## src/rtl/v2alu_pkg.sv

```systemverilog
// types, constants and helper functions for the 2d vector alu
`default_nettype none
package v2alu_pkg;

	localparam int DW = 32;
	localparam int PW = 64;
	localparam int RW = 33;
	localparam int SQ_CELLS = 32;
	localparam int DIV_CELLS = 64;
	localparam int LATENCY = 3 + SQ_CELLS + 1 + DIV_CELLS + 1;

	localparam logic [2:0] MODE_SUM   = 3'd0;
	localparam logic [2:0] MODE_DIFF  = 3'd1;
	localparam logic [2:0] MODE_DOT   = 3'd2;
	localparam logic [2:0] MODE_PERP  = 3'd3;
	localparam logic [2:0] MODE_LEN   = 3'd4;
	localparam logic [2:0] MODE_UNIT  = 3'd5;
	localparam logic [2:0] MODE_SETL  = 3'd6;
	localparam logic [2:0] MODE_SCALE = 3'd7;

	localparam logic [DW-1:0] ONE_Q   = 32'h0001_0000;
	localparam logic [DW-1:0] POS_MAX = 32'h7FFF_FFFF;
	localparam logic [DW-1:0] NEG_MIN = 32'h8000_0000;

	typedef struct packed {
		logic [2:0]    mode;
		logic [DW-1:0] rx;
		logic [DW-1:0] ry;
		logic [DW-1:0] rs;
		logic          ovf;
		logic          dz;
		logic          negx;
		logic          negy;
	} ctx_t;

	typedef struct packed {
		ctx_t          ctx;
		logic [PW-1:0] nx;
		logic [PW-1:0] ny;
	} sq_tag_t;

	typedef struct packed {
		logic [PW-1:0] v;
		logic [PW-1:0] r;
	} sq_st_t;

	typedef struct packed {
		logic [PW-1:0] nqx;
		logic [PW-1:0] nqy;
		logic [RW-1:0] remx;
		logic [RW-1:0] remy;
		logic [RW-1:0] d;
	} dv_st_t;

	function automatic logic [DW-1:0] mag32(input logic [DW-1:0] x);
		return x[DW-1] ? (~x + 32'd1) : x;
	endfunction

	// saturate sign and magnitude into q16.16, top bit is the overflow flag
	function automatic logic [DW:0] sat_sm(input logic neg, input logic [PW:0] m);
		logic [DW-1:0] v;
		logic          o;
		o = 1'b0;
		if (!neg) begin
			if (m > {33'd0, POS_MAX}) begin
				o = 1'b1;
				v = POS_MAX;
			end else begin
				v = m[DW-1:0];
			end
		end else begin
			if (m > {33'd0, NEG_MIN}) begin
				o = 1'b1;
				v = NEG_MIN;
			end else begin
				v = ~m[DW-1:0] + 32'd1;
			end
		end
		return {o, v};
	endfunction

endpackage
`default_nettype wire

```

## src/rtl/v2alu_div_cell.sv

```systemverilog
// one quotient bit step of the pipelined two lane divider chain
`default_nettype none
module v2alu_div_cell (
	input  wire                clk,
	input  wire                arst_n,
	input  wire                in_vld,
	input  v2alu_pkg::dv_st_t  in_st,
	input  v2alu_pkg::ctx_t    in_ctx,
	output logic               out_vld,
	output v2alu_pkg::dv_st_t  out_st,
	output v2alu_pkg::ctx_t    out_ctx
);
	import v2alu_pkg::*;

	logic        vld_q;
	dv_st_t      st_q;
	ctx_t        ctx_q;
	dv_st_t      nxt;
	logic [RW:0] shx;
	logic [RW:0] shy;
	logic        qbx;
	logic        qby;

	always_comb begin
		shx = {in_st.remx, in_st.nqx[PW-1]};
		shy = {in_st.remy, in_st.nqy[PW-1]};
		qbx = shx >= {1'b0, in_st.d};
		qby = shy >= {1'b0, in_st.d};
		nxt.d    = in_st.d;
		nxt.remx = qbx ? RW'(shx - {1'b0, in_st.d}) : shx[RW-1:0];
		nxt.remy = qby ? RW'(shy - {1'b0, in_st.d}) : shy[RW-1:0];
		nxt.nqx  = {in_st.nqx[PW-2:0], qbx};
		nxt.nqy  = {in_st.nqy[PW-2:0], qby};
	end

	always_ff @(posedge clk or negedge arst_n) begin
		if (!arst_n) begin
			vld_q <= 1'b0;
		end else begin
			vld_q <= in_vld;
		end
	end

	always_ff @(posedge clk) begin
		st_q  <= nxt;
		ctx_q <= in_ctx;
	end

	assign out_vld = vld_q;
	assign out_st  = st_q;
	assign out_ctx = ctx_q;
endmodule
`default_nettype wire

```

## config.mk

```make
export PLATFORM = sky130hd
export DESIGN_NAME = v2alu_div_cell
export DESIGN_NICKNAME = d
export VERILOG_FILES = /design/src/rtl/v2alu_pkg.sv /design/src/rtl/v2alu_div_cell.sv
export SDC_FILE = /design/constraint.sdc
export NUM_CORES = 1
export LEC_CHECK = 0
export BUFFER_PORTS_ARGS = -buffer_cell sky130_fd_sc_hd__buf_2
export CAP_MARGIN = 20
export CORE_AREA = 3 3 257 259
export CTS_CLUSTER_DIAMETER = 200
export DETAILED_ROUTE_END_ITERATION = 10
export DIE_AREA = 0 0 260 262
export GPL_ROUTABILITY_DRIVEN = 0
export SYNTH_ARGS = -nofsm -noshare
export SYNTH_HDL_FRONTEND = slang
export SYNTH_SLANG_ARGS = --single-unit
```

## constraint.sdc

```tcl
create_clock -name clk -period 0.8 [get_ports clk]
set_clock_uncertainty 0.15 [all_clocks]
set_input_delay 0.24 -clock clk [delete_from_list [all_inputs] [get_ports clk]]
set_output_delay 0.24 -clock clk [all_outputs]
set_load 0.005 [all_outputs]
```

==> results.sh <==
export IMPL_multi_input_area_um2=4800
export IMPL_cp_slowest_stage_delay_ps=450
export IMPL_max_clock_freq_mhz=338
export IMPL_hold_violations=61
export IMPL_drt_total_wl_um=80900
export IMPL_setup_viol=401
export IMPL_ys_warn_count=0
export IMPL_grt_max_degree=14
export IMPL_cp_max_fo=3
export IMPL_maxSlewHeadroom_pct=49.3
export IMPL_cts_inserted_buffers=43
export IMPL_leakage_nw=11.7
export IMPL_core_area_um2=64100
export IMPL_seq_area_frac_synth_pct=58.7
export IMPL_die_height_um=262
export IMPL_yosysUniqueCellTypes=70
export IMPL_fillers=6261
export IMPL_ys_flop_type="dfxtp_1"
export IMPL_io_buffers=663
export IMPL_syn_num_nets=1382
export IMPL_crit_chain="buf_8, inv_12, ha_4, inv_2, fa_2, a21o_1, a221oi_2, buf_4, o221ai_4, a2111o_1, a211oi_2, o31a_4, o21a_4, buf_4, buf_6, mux2_1"
export IMPL_syn_inst=981
export IMPL_antenna_left=0
export IMPL_ys_top_cells_by_count="dfxtp_1, ha_1, inv_1, a21oi_1, nor2_1"
export IMPL_ios=664
export IMPL_crit_required_ps=1090
export IMPL_drt_iter0_markers=664
export IMPL_crit_top_cell="buf_4"
export IMPL_wire_per_inst_um=25.6
export IMPL_ff_latch_area_um2=6960
export IMPL_synth_seq_cells=331
export IMPL_drv_slew=0
export IMPL_initial_core_util_pct=17.6
export IMPL_cts_root_buf="clkbuf_16"
export IMPL_drc_errors=0
export IMPL_die_width_um=260
export IMPL_status="finished, violations left"
export IMPL_antenna_found_initial=42
export IMPL_die_area_um2=68100
export IMPL_synth_most_common_cell="dfxtp_1"
export IMPL_firstDrtPassIters=5
export IMPL_finalCritPeriodShare_pct=370
export IMPL_tightest_slew_ps=741
export IMPL_synth_top_area_share_pct=58.5
export IMPL_cts_tree="done"
export IMPL_power_density_nw_per_um2=2130
export IMPL_path_clk_slew_ps=60
export IMPL_layout_cells_non_filler=3158
export IMPL_num_vias=12700
export IMPL_maxCapViolCount=0
export IMPL_grt_ovfl_total=0
export IMPL_nets=2651
export IMPL_layout_setup_ws_ps=-2160
export IMPL_yosysTopAreaCell="dfxtp_1"
export IMPL_ys_top_cells_by_area="dfxtp_1, ha_1, a21oi_1"
export IMPL_violations="negative hold slack, negative setup slack"
export IMPL_cts_sinks=331
export IMPL_cts_buffer_depth=3
export IMPL_dpl_hpwl_um=66100
export IMPL_rsz0062_at_grt="true"
export IMPL_drive_gt1_share_pct=61.5
export IMPL_synth_area_per_cell_um2=11.5
export IMPL_tns_ps=-328580
export IMPL_via_per_inst=4.03
export IMPL_min_path_type="in -> reg"
export IMPL_grt_pass1_vias=12900
export IMPL_whs_ps=-243
export IMPL_peakVddDrop_v=0.00184
export IMPL_syn_area_um2=11300
export IMPL_htreeDepth=2
export IMPL_fin_util_pct=38.3
export IMPL_critPathKind="in -> reg"
export IMPL_syn_to_final_growth_pct=118
export IMPL_track_usage_pct=22.3
export IMPL_grt_pass1_wl_um=103000
export IMPL_synthArstFlopShare_pct=0.302
export IMPL_layout_min_cycle_time_ps=2960
export IMPL_cpMaxStageDelayCell="a2111o_1"
export IMPL_place_inst=2759
export IMPL_row_count=93
export IMPL_cp_arrival_ps=3250
export IMPL_end_kind="flip-flop"
export IMPL_synth_edff_count=0
export IMPL_cp_start_kind="input port"
layout by cell type (no fill, tap or decap), types with 6 or more instances in the layout:
cell	instances
and3_1	9
o211ai_1	10
buf_2	436
nor2b_1	6
nand2_1	40
clkbuf_8	6
clkbuf_16	44
ha_4	9
dlygate4sd3_1	268
o21a_1	12
dfxtp_4	11
nor3_1	14
xnor2_1	32
diode_2	21
a21oi_1	50
nor2_1	47
dfxtp_2	226
buf_6	235
clkinv_2	6
o31ai_2	6
xor2_1	15
nand3_1	15
ha_1	56
clkbuf_1	8
o21ai_0	29
buf_4	295
a31oi_1	7
nand4_1	13
dfxtp_1	93
mux2_4	40
a21o_1	37
bufinv_16	6
inv_1	51
critical path, delay by kind of cell:
kind	cells	cell delay (ps)
buf+inv	6	580
compound gates	7	1630
mux	1	320
fa+ha+maj	2	470
routing by layer:
layer | GRT usage [%] | vias to the layer above | share of wire [%]
li1 | - | 6022 | -
met1 | 23.5 | 5946 | 36
met2 | 39.6 | 553 | 50
met3 | 7.05 | 171 | 7.8
met4 | 12.2 | 30 | 6.3
met5 | 0.285 | - | 0.27
repair_timing:
item / 4_1_cts / 5_1_grt
hold endpoints to repair: 330 / 63
endpoints found under the setup margin: 399 / 400
gates resized for setup: 552 / 157
setup buffers: 16 / 17
gates cloned: 5 / 0
hold buffers: 268 / 1
pin swaps: 26 / 16
through the flow:
step	total power, W	area, um2	hold WS, ps	setup slack, ps
finish	0.0523	24600	-243	-2160
global route	0.0543	24600	-255	-2190
CTS	0.0520	23700	-279	-2130
detailed placement	0.0284	17800	-116	-2900
global placement	0.0284	17800	-118	-2870
floorplan	0.0224	11500	-206	-2600
cell type report:
class / count / share of cell area (%)
diodes: 21 / 0.214
inverters: 60 / 1.14
well taps: 855 / 4.35
repair inverters: 5 / 0.270
clock inverters: 19 / 1.13
clock buffers: 58 / 4.94
flip-flops and latches: 331 / 28.3
repair buffers: 1242 / 40.1
multi-input cells: 567 / 19.5
flip-flops by register name, summed over array words and instances (netlist names):
name and count:
out_st 227, out_vld 1, out_ctx 103
kinds of logic after synthesis:
group,after synthesis,synth area share [%]
buf+inv,83,3.04
flops,331,58.7
fa+ha+maj,68,7.67
simple gates,179,7.86
mux,50,5.60
compound gates,223,13.4
xor+xnor,47,3.65
final timing paths:
kind / startpoint / end / slack [ps] / cells after the start
setup / recovery: in_st[162] / out_st[34]$_DFF_P_ / -2160 / 16
hold / removal: in_st[64] / out_st[65]$_DFF_P_ / -240 / 2
max in group asynchronous: arst_n / out_vld$_DFF_PN0_ / 30 / 3
min in group asynchronous: arst_n / out_vld$_DFF_PN0_ / 380 / 3
where the power goes:
group          switching (W)  internal [W]  total [W]
clock network        0.00801        0.0126     0.0206
logic                0.00546       0.00723     0.0127
registers           0.000779        0.0182     0.0190
total                 0.0142        0.0380     0.0523
Note: power is estimated with default switching activity, not from simulation.
