### config.mk
export PLATFORM = sky130hd
export DESIGN_NAME = v2alu_sqrt_cell
export DESIGN_NICKNAME = d
export VERILOG_FILES = /design/src/rtl/v2alu_pkg.sv /design/src/rtl/v2alu_sqrt_cell.sv
export SDC_FILE = /design/constraint.sdc
export NUM_CORES = 1
export LEC_CHECK = 0
export BUFFER_PORTS_ARGS = -buffer_cell sky130_fd_sc_hd__buf_4
export CORE_AREA = 4 4 281 283
export CTS_CLUSTER_DIAMETER = 150
export CTS_CLUSTER_SIZE = 8
export DETAILED_ROUTE_END_ITERATION = 6
export DIE_AREA = 0 0 285 287
export GPL_TIMING_DRIVEN = 0
export PLACE_DENSITY = 0.41
export SETUP_SLACK_MARGIN = 0.15
export SLEW_MARGIN = 20
export SYNTH_ARGS = -nofsm -noshare
export SYNTH_HDL_FRONTEND = slang
export SYNTH_SLANG_ARGS = --single-unit
### constraint.sdc
create_clock -name clk -period 0.8 [get_ports clk]
set_input_delay 0.2 -clock clk [delete_from_list [all_inputs] [get_ports clk]]
set_output_delay 0.2 -clock clk [all_outputs]
set_load 0.05 [all_outputs]
### src/rtl/v2alu_pkg.sv
// types, constants and helper functions for the 2d vector alu
`default_nettype none
package v2alu_pkg;

	localparam int DW = 32;
	localparam int PW = 64;
	localparam int RW = 33;
	localparam int SQ_CELLS = 32;
	localparam int DIV_CELLS = 64;
	localparam int LATENCY = 3 + SQ_CELLS + 1 + DIV_CELLS + 1;

	localparam logic [2:0] MODE_SUM   = 3'd0;
	localparam logic [2:0] MODE_DIFF  = 3'd1;
	localparam logic [2:0] MODE_DOT   = 3'd2;
	localparam logic [2:0] MODE_PERP  = 3'd3;
	localparam logic [2:0] MODE_LEN   = 3'd4;
	localparam logic [2:0] MODE_UNIT  = 3'd5;
	localparam logic [2:0] MODE_SETL  = 3'd6;
	localparam logic [2:0] MODE_SCALE = 3'd7;

	localparam logic [DW-1:0] ONE_Q   = 32'h0001_0000;
	localparam logic [DW-1:0] POS_MAX = 32'h7FFF_FFFF;
	localparam logic [DW-1:0] NEG_MIN = 32'h8000_0000;

	typedef struct packed {
		logic [2:0]    mode;
		logic [DW-1:0] rx;
		logic [DW-1:0] ry;
		logic [DW-1:0] rs;
		logic          ovf;
		logic          dz;
		logic          negx;
		logic          negy;
	} ctx_t;

	typedef struct packed {
		ctx_t          ctx;
		logic [PW-1:0] nx;
		logic [PW-1:0] ny;
	} sq_tag_t;

	typedef struct packed {
		logic [PW-1:0] v;
		logic [PW-1:0] r;
	} sq_st_t;

	typedef struct packed {
		logic [PW-1:0] nqx;
		logic [PW-1:0] nqy;
		logic [RW-1:0] remx;
		logic [RW-1:0] remy;
		logic [RW-1:0] d;
	} dv_st_t;

	function automatic logic [DW-1:0] mag32(input logic [DW-1:0] x);
		return x[DW-1] ? (~x + 32'd1) : x;
	endfunction

	// saturate sign and magnitude into q16.16, top bit is the overflow flag
	function automatic logic [DW:0] sat_sm(input logic neg, input logic [PW:0] m);
		logic [DW-1:0] v;
		logic          o;
		o = 1'b0;
		if (!neg) begin
			if (m > {33'd0, POS_MAX}) begin
				o = 1'b1;
				v = POS_MAX;
			end else begin
				v = m[DW-1:0];
			end
		end else begin
			if (m > {33'd0, NEG_MIN}) begin
				o = 1'b1;
				v = NEG_MIN;
			end else begin
				v = ~m[DW-1:0] + 32'd1;
			end
		end
		return {o, v};
	endfunction

endpackage
`default_nettype wire

### src/rtl/v2alu_sqrt_cell.sv
// one bit step of the pipelined square root chain
`default_nettype none
module v2alu_sqrt_cell #(
	parameter int STEP = 0
) (
	input  wire                  clk,
	input  wire                  arst_n,
	input  wire                  in_vld,
	input  v2alu_pkg::sq_st_t    in_st,
	input  v2alu_pkg::sq_tag_t   in_tag,
	output logic                 out_vld,
	output v2alu_pkg::sq_st_t    out_st,
	output v2alu_pkg::sq_tag_t   out_tag
);
	import v2alu_pkg::*;

	localparam logic [PW-1:0] BIT = 64'd1 << (62 - 2 * STEP);

	logic          vld_q;
	sq_st_t        st_q;
	sq_tag_t       tag_q;
	sq_st_t        nxt;
	logic [PW-1:0] trial;

	always_comb begin
		trial = in_st.r + BIT;
		if (in_st.v >= trial) begin
			nxt.v = in_st.v - trial;
			nxt.r = (in_st.r >> 1) + BIT;
		end else begin
			nxt.v = in_st.v;
			nxt.r = in_st.r >> 1;
		end
	end

	always_ff @(posedge clk or negedge arst_n) begin
		if (!arst_n) begin
			vld_q <= 1'b0;
		end else begin
			vld_q <= in_vld;
		end
	end

	always_ff @(posedge clk) begin
		st_q  <= nxt;
		tag_q <= in_tag;
	end

	assign out_vld = vld_q;
	assign out_st  = st_q;
	assign out_tag = tag_q;
endmodule
`default_nettype wire

==> results of run 1 <==
==> power by group through the flow <==
stage                     sequential [mW]  combinational (mW)  clock (mW)
final                                20.7                22.0        20.3
after floorplan                      25.6                3.74           0
after global routing                 20.9                23.0        21.9
after global placement               20.3                15.1           0
after detailed placement             20.3                15.1           0
after CTS                            20.7                21.0        21.4
==> critical path, stage by stage <==
cell and delay, ns:
sky130_fd_sc_hd__buf_6 0.10, sky130_fd_sc_hd__ha_4 0.30, sky130_fd_sc_hd__and2_4 0.17, sky130_fd_sc_hd__nand3_4 0.06
sky130_fd_sc_hd__or3_4 0.39, sky130_fd_sc_hd__a41o_1 0.26, sky130_fd_sc_hd__nor3_4 0.23, sky130_fd_sc_hd__o21ai_4 0.11
sky130_fd_sc_hd__o41ai_4 0.34, sky130_fd_sc_hd__buf_6 0.18, sky130_fd_sc_hd__or4b_4 0.46, sky130_fd_sc_hd__a21oi_2 0.13
sky130_fd_sc_hd__nor3_2 0.06
==> final cells by class <==
class	count	area, um2	area share (%)
Timing Repair Buffer	1148	13100	43.3
Sequential cell	360	8120	26.7
Multi-Input combinational cell	642	5610	18.5
Clock buffer	89	1400	4.60
Tap cell	1040	1300	4.29
Buffer	37	412	1.36
Inverter	78	313	1.03
Clock inverter	2	36.3	0.120
Antenna cell	14	35.0	0.115
==> registers in the layout (all words and copies together) (netlist names) <==
register  cells
out_vld       1
out_st      128
out_tag     231
==> per-layer routing <==
| layer | vias to the layer above | part of all wire, % |
|---|---|---|
| li1 | 6254 | - |
| met1 | 6343 | 37 |
| met2 | 525 | 49 |
| met3 | 139 | 8.4 |
| met4 | 24 | 5.4 |
| met5 | - | 0.16 |
==> how the worst min path moves through the flow <==
stage,endpoint,slack (ns)
3_5_place_dp,out_vld,-0.02
4_1_cts,out_st[0],-0.29
6_report,out_st[0],-0.23
5_1_grt,out_st[0],-0.28
3_3_place_gp,out_vld,-0.02
2_1_floorplan,out_vld,-0.1
==> cell usage in the layout, fill, tap and decap left out, drive strengths merged, types with 14 or more instances in the layout <==
cell type / synthesis / final
buf: 11 / 800
dlygate4sd3: 0 / 359
dfxtp: 359 / 359
clkbuf: 26 / 114
a21oi: 111 / 111
nor2: 82 / 82
inv: 78 / 79
ha: 64 / 64
nand2: 52 / 52
a21o: 49 / 49
o21ai: 43 / 43
xnor2: 36 / 36
xor2: 20 / 20
nand4: 18 / 18
diode: 0 / 14
mux2: 14 / 14
nand3: 14 / 14
==> repair_timing <==
action,4_1_cts,5_1_grt
pin swaps,20,45
setup endpoints to repair,426,426
gates resized for setup,1195,174
buffers inserted,32,26
endpoints found under the hold margin,361,3
hold buffers,358,1
cloned,7,3
==> logic make-up after synthesis <==
logic type	share of synthesized area (%)
xor gates and xnor gates	4.09
and+or+nand+nor	9.47
AOI/OAI and AO/OA	14.2
adders and majority gates	6.85
DFF	60.2
muxes	1.40
buffers and inverters	3.73
==> synthesized netlist by cell type, drive strengths merged (2+ instances only) <==
library cell	instances	area (um2)
a211o	2	17.5
a211oi	4	30.0
a21boi	5	37.5
a21o	49	368
a21oi	111	556
a31oi	7	43.8
a41oi	5	43.8
and2	10	62.6
and3	13	81.3
and4	3	26.3
and4b	2	20.0
buf	11	55.1
clkbuf	26	98.8
dfxtp	359	7190
ha	64	801
inv	78	293
mux2	14	158
nand2	52	195
nand2b	3	18.8
nand3	14	70.1
nand4	18	113
nor2	82	308
nor2b	10	62.6
nor3	12	65.1
nor4b	2	17.5
o211ai	7	52.6
o21a	7	52.6
o21ai	43	215
o21bai	11	82.6
o22ai	2	12.5
o31a	5	43.8
o31ai	2	15.0
o41ai	3	45.1
or2	4	25.0
or3	4	25.0
xnor2	36	315
xor2	20	175
==> per-stage QoR <==
step	hold slack, ns	instances
after global routing	-0.278	3402
after floorplan	-0.0956	1117
final	-0.233	3410
after detailed placement	-0.0226	2878
after global placement	-0.0235	2878
after CTS	-0.294	3366
==> results, run 1 <==
- At the end of the flow the core is filled with cells to 39.6%.
- Once detail routing completed, the nets flagged for antenna violations numbered 0.
- The initial antenna violation count is 30.
- The share of the clock period used by the worst path after layout is 313%.
- The final critical path time including I/O delays and setup is 2.50 ns.
- Entering global routing, the biggest net connects 14 pins.
- The floorplan step defined a core boundary enclosing 76700 um2.
- The relative contribution of combinational cells to total power is 34.9%.
- The clock network is responsible for 32.2% of the overall power.
- The worst path arrival time is 2.98 ns.
- The die boundary width is 285 um.
- The sequential area share after synthesis is 60.2%.
- In this run the worst setup path terminates at out_st[124].
- Clock tree synthesis found a total of 360 sinks.
- The routed wire length is 84.1 mm.
- In this run the cell area measured after placement is 19700 um2.
- The total congestion overflow after global routing is 0.
- After the first detailed-routing iteration, the DRC count stood at 524.
- The switching fraction of total power is 33.7%.
- The post-synthesis async set-or-reset flop share is 0.278%.
- Registers are responsible for 32.9% of the overall power.
- The count of buffers added on input and output ports is 721.
- Timing analysis after detailed placement gives a worst setup slack of -3.41 ns.
- The detailed router placed 13300 vias in this run.
- The number of pins exceeding their max-slew limit in the final report was 0.
- The cell area that synthesis handed to floorplanning was 12000 um2.
- The checks that failed: hold timing, setup timing.
- The final hold violation count is 2.
- Global routing consumed, on the met2 layer, 33.4% of the routing resources.
- The kind of path behind the tightest hold check is in2reg.
- Yosys printed 0 warnings.
- The clock-pin transition on the worst setup and hold timing paths is 0.06 ns.
- Counting instances, the worst hold path has a depth of 1.
- The clock tree root buffer cell is sky130_fd_sc_hd__clkbuf_16.
- The final layout contains 2744 nets.
- The global routing usage on met3 is 7.56%.
- The share of layout cells above drive strength 1 is 61.2%.
- The run finished, with violations left.
- The hold slack is -0.233 ns.
- TritonCTS built the clock tree.
- IR analysis of the VDD net gives a maximum drop of 1350 uV.
- Dividing total power by cell area gives a power density of 2080 nW/um2.
- The y dimension of the die is 287 um.
- For met1 alone, demand over resource in global routing was 21.1%.
- Counting flops with a built-in enable in the synthesized netlist gives 0.
- The net switching component of the power is 21.2 mW.
- At the end of routability-driven placement, the weighted congestion stood at 0.894.
- At the pin with the least slew margin, the transition time is 0.639 ns.
- The number of buffers between clock root and the deepest sink is 3.
- The number of primary I/O pins is 722.
- Row generation in the floorplan step produced 102 rows.
- The per-cell via count in the routed design is 3.90.
- After filler insertion, the fill cell instance count of the layout stands at 7346.
- The HPWL reported at the end of detailed placement is 65.8 mm.
- After detailed routing, the average wire length per cell comes to 24.7 um.
- The via count of the first global-routing pass is 14400.
- The number of nets in the synthesized netlist is 1544.
- By startpoint and endpoint, the worst setup path is classified as in2reg.
- The H-tree was split into 2 levels.
- Counting the buffers created by CTS gives 50.
- The final setup slack of the worst path is -1.70 ns.
- Synthesis produced 1117 cells.
- The analysis attributes to cell leakage a power of 13.2 nW.
- The data required time of the worst path is 1.28 ns.
- For the final routed database, the setup TNS stands at -273.90 ns.
- Before antenna repair, the detailed router went through 4 iterations.
- Static timing analysis puts the maximum clock frequency at 400 MHz.
- The mean area per synthesized cell is 10.7 um2.
- The full die area is 81800 um2.
- The number of distinct library cell variants in the gate-level netlist after synthesis is 59.
- Setup repair after global routing could not meet its margin everywhere.
- For this run, design rule violations remaining after detail routing come to 0.
- For this configuration, the core starts out at a cell density of 15.6%.
- The kind of launch point of the worst setup path is a primary input.
- The type of element capturing the critical path is a register.
- The final cell area excluding filler cells is 30400 um2.
- In this run the tightest slew margin relative to its limit is 57.4%.
- In this run the most used layer during global routing was met2.
- From synthesis to final layout, the design area changed by 153%.
- The post-layout total power is 63.0 mW.
- The post-synthesis sequential element count is 360.
- The worst hold path begins at in_st[1].
- The number of maximum-capacitance constraint violations is 0.
- In the global route stage, overall resource usage came out at 19.4%.
- The first global-routing pass estimated 112 mm of wire.
- The launch point of the critical path is in_st[80].
- Cell internal power was estimated by the tool at 41.8 mW.
- The biggest fanout along the worst timing path is 7.
- The final-report setup violation count is 426.
- The most used flip-flop cell after synthesis is sky130_fd_sc_hd__dfxtp_1.
Note: power is estimated with default switching activity, not from simulation.
==> run 2: changes to the inputs <==
--- a/config.mk
+++ b/config.mk
@@ -6,13 +6,14 @@
 export NUM_CORES = 1
 export LEC_CHECK = 0
 export BUFFER_PORTS_ARGS = -buffer_cell sky130_fd_sc_hd__buf_4
-export CORE_AREA = 4 4 281 283
+export CORE_AREA = 4 4 279 281
 export CTS_CLUSTER_DIAMETER = 150
 export CTS_CLUSTER_SIZE = 8
 export DETAILED_ROUTE_END_ITERATION = 6
-export DIE_AREA = 0 0 285 287
+export DIE_AREA = 0 0 283 285
 export GPL_TIMING_DRIVEN = 0
-export PLACE_DENSITY = 0.41
+export PLACE_DENSITY = 0.43
+export REMOVE_ABC_BUFFERS = 1
 export SETUP_SLACK_MARGIN = 0.15
 export SLEW_MARGIN = 20
 export SYNTH_ARGS = -nofsm -noshare
==> constraint.sdc (replaced) <==
create_clock -name clk -period 2.2 [get_ports clk]
set_input_delay 0.55 -clock clk [delete_from_list [all_inputs] [get_ports clk]]
set_output_delay 0.55 -clock clk [all_outputs]
set_load 0.05 [all_outputs]
==> run 2 against run 1 <==
Effect of this change: the run ends with setup timing left; combinational power decreased by 72%; count of clock-buffer cells in the layout decreased by 38; design area decreased by 27%; die area decreased by 1.4%; sequential cell count unchanged; sequential share of layout area increased by 5.9 points; total power decreased by 68%; setup slack improved by 1.0 ns; sequential power decreased by 65%; via count decreased by 14%; highest routed layer unchanged.
==> results, run 2 (same netlist as run 1, synthesis figures left out) <==
- The flow ran to the end, but the final reports show violations.
- The hold slack is 0.0465 ns (+0.280 ns).
- The slew of the pin with the lowest slew margin is 0.511 ns (-0.127 ns).
- The cell leakage power is 10.2 nW (-22%).
- The data required time of the worst path is 2.68 ns (+1.40 ns).
- The TritonCTS clock tree is yes.
- The final-report setup violation count was 66 (-85%).
- The final setup slack of the worst path came to -0.701 ns (+1.00 ns).
- The number of detailed-routing iterations run before antenna repair came to 5 (+1).
- The number of rows in the core area is 101 (-0.98%).
- The final cell area excluding filler cells is 22100 um2 (-27%).
- The relative max-transition margin is 65.6% (+8.1 points).
- The power density over the cells is 922 nW/um2 (-56%).
- The pin count of the biggest net entering global routing was 15 (+1).
- The initial antenna violation count was 25 (-17%).
- The global routing usage on met3 was 7.04% (-0.52 points).
- The HPWL reported at the end of detailed placement is 56.6 mm (-14%).
- The worst path arrival time is 3.38 ns (+0.40 ns).
- STA classifies the critical path endpoint as a register.
- The post-place setup slack was -2.76 ns (+0.649 ns).
- The number of DRC violations after detailed-routing iteration 0 is 463 (-12%).
- The library cell used most frequently in the layout, excluding fill and tap cells, is sky130_fd_sc_hd__buf_4.
- The number of buffers between clock root and the deepest sink is 3 (unchanged).
- The area added between synthesis and finish is 84.6%.
- The via count of the first global-routing pass came to 12000 (-16%).
- The biggest fanout along the worst timing path is 7 (unchanged).
- The final reports fail on setup timing.
- The first-pass GRT wire length was 93.1 mm (-17%).
- CTS placed an instance of sky130_fd_sc_hd__clkbuf_16 at the clock tree root.
- The wire length per cell was 23.2 um (-6.0%).
- The number of port buffers is 721 (unchanged).
- The total congestion overflow after global routing is 0 (unchanged).
- met2 is the most crowded layer.
- The critical path start-end classification is in2reg.
- The top cell types in the final layout, fill and taps aside, are sky130_fd_sc_hd__buf_4 (756), sky130_fd_sc_hd__dfxtp_1 (359), sky130_fd_sc_hd__a21oi_1 (75), sky130_fd_sc_hd__inv_1 (67), sky130_fd_sc_hd__clkbuf_16 (50).
- The met2 routing resource usage after global routing is 28.8% (-4.6 points).
- The per-cell via count in the routed design was 3.91 (+0.41%).
- The final total negative setup slack was -37.23 ns (+236.67 ns).
- The cell total after placement came to 2790 (-3.1%).
- The worst hold path belongs to the class in2reg.
- The number of flip-flops in the largest register came to 231 (unchanged).
- The die boundary width came to 283 um (-0.70%).
- The y dimension of the die is 285 um (-0.70%).
- The kind of launch point of the worst setup path is a primary input.
- The post-layout total power came to 20.4 mW (-68%).
- The final hold violation count was 0 (-2).
- The placeable core region is 75400 um2 (-1.6%).
- The clock-pin transition on the worst setup and hold timing paths is 0.06 ns (about the same).
- The weighted congestion at the end of routability-driven global placement was 0.884 (-1.1%).
- The remaining antenna violation count after routing was 0 (unchanged).
- The final critical path time including I/O delays and setup is 2.90 ns.
- The TritonCTS buffer count was 50 (unchanged).
- The global router's overall resource usage came to 16.0% (-3.4 points).
- The peak supply drop is 523 uV (-61%).
- The routed wire length is 68.1 mm (-19%).
- The number of primary I/O pins came to 722 (unchanged).
- The number of vias in the routed layout is 11500 (-14%).
- The share of layout cells above drive strength 1 is 54.2% (-7.0 points).
- Setup repair after global routing could not meet its margin everywhere.
- The DRC violation count after routing is 0 (unchanged).
- The cell area reported after detailed placement came to 18600 um2 (-5.8%).
- The number of sinks handled by clock tree synthesis is 360 (unchanged).
- The number of pins exceeding their max-slew limit in the final report was 0 (unchanged).
- The number of maximum-capacitance constraint violations is 0 (unchanged).
- The post-layout net count came to 2374 (-13%).
- Derived from the worst setup path, the maximum achievable clock frequency is 345 MHz.
- The final standard cell count with taps included and fillers excluded is 2937 (-14%).
- The starting density of the core was 15.9% (+0.26 points).
- The CTS H-tree depth came to 2 (unchanged).
- The full die area was 80700 um2 (-1.4%).
- The share of the clock period used by the worst path after layout is 132%.
- The final core area utilization is 29.3% (-10 points).
- The met1 track utilization from global routing is 17.2% (-3.9 points).
[run 2: timing repair]
item                                    CTS  global route
hold buffers                              5             2
pin swaps                                57            25
setup buffers                            51            24
gates resized for setup                 240            98
endpoints found under the setup margin   66            66
endpoints found under the hold margin     5             2
cloned                                    1             0
[run 2: area by class of cell]
type / instances / area, um2
diodes: 10 / 25.0
repair buffers: 815 / 6500
inverters: 78 / 303
multi-input cells: 642 / 5530
well taps: 978 / 1220
flip-flops and latches: 360 / 7210
clock buffers: 51 / 1250
fillers: 7912 / 53300
clock inverters: 3 / 58.8
[run 2: layer usage]
metal  wire length (um)  share of wire (%)  vias up
met1              25600                 38     5454
met5                162               0.24        -
met2              34600                 51      426
met3               6180                9.1       96
met4               1490                2.2       28
li1                   -                  -     5485
[run 2: final timing paths]
kind,from,to,slack [ns],cells after the start
worst max-delay path,in_st[41],out_st[80],-0.70,16
worst min-delay path,in_tag[62],out_tag[62],0.05,1
max in group asynchronous,arst_n,out_vld,1.84,2
min in group asynchronous,arst_n,out_vld,0.28,2
[run 2: report_power, final]
| part | internal (mW) | switching [mW] | leakage, nW | total (mW) |
|---|---|---|---|---|
| logic | 2.37 | 3.78 | 6.55 | 6.15 |
| registers | 7.07 | 0.158 | 3.04 | 7.23 |
| clock network | 4.01 | 3.00 | 0.643 | 7.01 |
[run 2: critical path, stage by stage]
cell,delay (ns)
sky130_fd_sc_hd__buf_4,0.12
sky130_fd_sc_hd__inv_2,0.07
sky130_fd_sc_hd__ha_4,0.22
sky130_fd_sc_hd__a21o_1,0.19
sky130_fd_sc_hd__a21oi_2,0.16
sky130_fd_sc_hd__o21ai_1,0.11
sky130_fd_sc_hd__a41oi_2,0.35
sky130_fd_sc_hd__o21ai_2,0.11
sky130_fd_sc_hd__a2111oi_4,0.36
sky130_fd_sc_hd__o41ai_4,0.13
sky130_fd_sc_hd__buf_4,0.18
sky130_fd_sc_hd__buf_8,0.13
sky130_fd_sc_hd__buf_12,0.12
sky130_fd_sc_hd__buf_12,0.13
sky130_fd_sc_hd__buf_4,0.13
sky130_fd_sc_hd__mux2_4,0.29
==> run 3: changes to the inputs <==
--- a/config.mk
+++ b/config.mk
@@ -13,6 +13,7 @@
 export DIE_AREA = 0 0 283 285
 export GPL_TIMING_DRIVEN = 0
 export PLACE_DENSITY = 0.43
+export RECOVER_POWER = 100
 export REMOVE_ABC_BUFFERS = 1
 export SETUP_SLACK_MARGIN = 0.15
 export SLEW_MARGIN = 20
==> run 3 against run 2 <==
Effect of this change: the flow still finishes with violations (setup timing); design area decreased by 5.8%; hold slack improved by 0.014 ns; utilization decreased by 1.7 points.
==> results, run 3 (same netlist as run 1, synthesis figures left out) <==
- The number of primary I/O pins is 722 (unchanged).
- The layout filler cell count is 8209 (+3.8%).
- The HPWL reported at the end of detailed placement is 56.6 mm (unchanged).
- The wire length per cell came to 23.0 um (-0.59%).
- The number of flip-flops in the largest register is 231 (unchanged).
- The final core area utilization came to 27.6% (-1.7 points).
- The remaining antenna violation count after routing came to 0 (unchanged).
- In this run the most critical hold path is launched from in_st[3].
- The via count of the first global-routing pass is 12000 (unchanged).
- The total congestion overflow after global routing is 0 (unchanged).
- The TritonCTS buffer count is 50 (unchanged).
- The post-layout net count was 2374 (unchanged).
- The DRC violation count after routing is 0 (unchanged).
- The most common cell after layout, fill and taps aside is sky130_fd_sc_hd__dfxtp_1.
- The kind of path behind the tightest hold check is in2reg.
- The slew of the pin with the lowest slew margin is 0.739 ns (+0.228 ns).
- The number of vias in the routed layout is 11500 (+0.50%).
- The final critical path time including I/O delays and setup is 2.88 ns (-0.0167 ns).
- The number of buffers between clock root and the deepest sink is 3 (unchanged).
- The number of port buffers was 721 (unchanged).
- The number of maximum-capacitance constraint violations is 0 (unchanged).
- The clock tree root buffer cell is sky130_fd_sc_hd__clkbuf_16.
- The starting density of the core is 15.9% (unchanged).
- The clock-pin transition on the worst setup and hold timing paths is 0.05 ns (about the same).
- The number of rows in the core area is 101 (unchanged).
- The post-place setup slack was -2.76 ns (unchanged).
- The initial antenna violation count is 27 (+8.0%).
- The number of DRC violations after detailed-routing iteration 0 came to 417 (-9.9%).
- The final setup slack of the worst path is -0.685 ns (+0.0167 ns).
- The pin count of the biggest net entering global routing is 15 (unchanged).
- The global router's overall resource usage is 16.0% (unchanged).
- The placeable core region came to 75400 um2 (unchanged).
- The share of layout cells above drive strength 1 is 39.7% (-15 points).
- The routed wire length came to 67.7 mm (-0.59%).
- STA classifies the critical path endpoint as a register.
- The final-report setup violation count is 66 (unchanged).
- The number of detailed-routing iterations run before antenna repair was 5 (unchanged).
- The worst path arrival time is 3.36 ns (-0.02 ns).
- The number of cells on the worst hold path is 1 (unchanged).
- The critical path is of the in2reg type.
- The relative max-transition margin was 51.0% (-15 points).
- The cell area reported after detailed placement is 18600 um2 (unchanged).
- The peak supply drop is 526 uV (+0.41%).
- The final hold violation count was 0 (unchanged).
- The area of the multi-input gates is 5530 um2 (unchanged).
- The number of sinks handled by clock tree synthesis is 360 (unchanged).
- The TritonCTS clock tree is yes.
- The final total negative setup slack is -36.41 ns (+0.816 ns).
- The timing-limited maximum frequency came to 347 MHz (+0.58%).
- The per-cell via count in the routed design came to 3.93 (+0.50%).
- The cell total after placement came to 2790 (unchanged).
- The cell leakage power is 9.10 nW (-11%).
- The run finished, with violations left.
- The area used by sequential logic in the layout is 7210 um2 (unchanged).
- The destination of the worst hold path is out_st[2].
- The power density over the cells came to 956 nW/um2 (+3.7%).
- The full die area came to 80700 um2 (unchanged).
- The weighted congestion at the end of routability-driven global placement was 0.884 (unchanged).
- STA classifies the critical path startpoint as a primary input.
- Setup repair after global routing could not meet its margin everywhere.
- The number of pins exceeding their max-slew limit in the final report was 0 (unchanged).
- The share of the clock period used by the worst path after layout is 131% (-0.76 points).
- Compared with the post-synthesis result, the final layout area differs by 73.8%.
- The final cell area excluding filler cells is 20800 um2 (-5.8%).
- The first-pass GRT wire length is 93.1 mm (unchanged).
- The top cell types in the final layout, fill and taps aside, are sky130_fd_sc_hd__dfxtp_1 (359), sky130_fd_sc_hd__clkbuf_1 (285), sky130_fd_sc_hd__clkbuf_4 (244), sky130_fd_sc_hd__buf_4 (138), sky130_fd_sc_hd__clkbuf_2 (90).
- The final standard cell count with taps included and fillers excluded came to 2937 (unchanged).
- The CTS H-tree depth was 2 (unchanged).
- The die boundary width is 283 um (unchanged).
- The data required time of the worst path is 2.68 ns (about the same).
- The biggest fanout along the worst timing path came to 7 (unchanged).
- The y dimension of the die is 285 um (unchanged).
- The checks that failed: setup timing.
run 3: cell count changes in the layout (fill, tap and decap cells not counted), sizes merged:
cell,before,now
buf,808,190
clkbuf,51,669
run 3: worst max path at each step:
stage                  end      start
2_1_floorplan  out_st[124]  in_st[16]
3_3_place_gp    out_st[97]  in_st[64]
3_5_place_dp   out_st[124]   in_st[3]
4_1_cts         out_st[82]  in_st[25]
5_1_grt         out_st[80]  in_st[21]
6_report        out_st[80]  in_st[41]
run 3: repair_timing:
action | 4_1_cts | 5_1_grt
gates resized for setup | 240 | 98
buffers inserted | 51 | 24
pin swaps | 57 | 25
hold buffers | 5 | 2
cloned | 1 | 0
hold endpoints to repair | 5 | 2
endpoints found under the setup margin | 66 | 66
run 3: report_power, final:
part / switching [mW] / leakage [nW] / internal, mW
clock: 3.00 / 0.643 / 4.00
sequential: 0.145 / 3.04 / 7.07
combinational: 3.78 / 5.42 / 1.91
total: 6.93 / 9.10 / 13.0
run 3: cell type report:
cell class	count	area share (%)
Sequential cell	360	34.6
Multi-Input combinational cell	642	26.6
Timing Repair Buffer	815	25.0
Clock buffer	51	6.03
Tap cell	978	5.88
Inverter	78	1.45
Clock inverter	3	0.282
Antenna cell	10	0.120
run 3: worst max-delay path, stage by stage:
cell	delay, ns
sky130_fd_sc_hd__buf_4	0.12
sky130_fd_sc_hd__inv_2	0.07
sky130_fd_sc_hd__ha_4	0.22
sky130_fd_sc_hd__a21o_1	0.19
sky130_fd_sc_hd__a21oi_2	0.16
sky130_fd_sc_hd__o21ai_1	0.10
sky130_fd_sc_hd__a41oi_2	0.34
sky130_fd_sc_hd__o21ai_2	0.11
sky130_fd_sc_hd__a2111oi_4	0.36
sky130_fd_sc_hd__o41ai_4	0.13
sky130_fd_sc_hd__buf_4	0.18
sky130_fd_sc_hd__buf_8	0.13
sky130_fd_sc_hd__buf_12	0.12
sky130_fd_sc_hd__buf_12	0.13
sky130_fd_sc_hd__buf_4	0.13
sky130_fd_sc_hd__mux2_4	0.29
run 3: through the flow:
stage          power [mW]  hold slack (ns)
3_5_place_dp         12.6            0.327
6_report             19.9           0.0603
4_1_cts              20.5          0.00579
2_1_floorplan        10.5            0.254
3_3_place_gp         12.6            0.326
5_1_grt              20.8           0.0188
run 3: layer usage:
metal	up-vias	track usage, %	routed length [um]	part of all wire, %
li1	5489	-	-	-
met1	5463	17.2	25200	37
met2	464	28.8	34200	51
met3	102	7.04	6440	9.5
met4	28	3.66	1610	2.4
met5	-	0	166	0.25
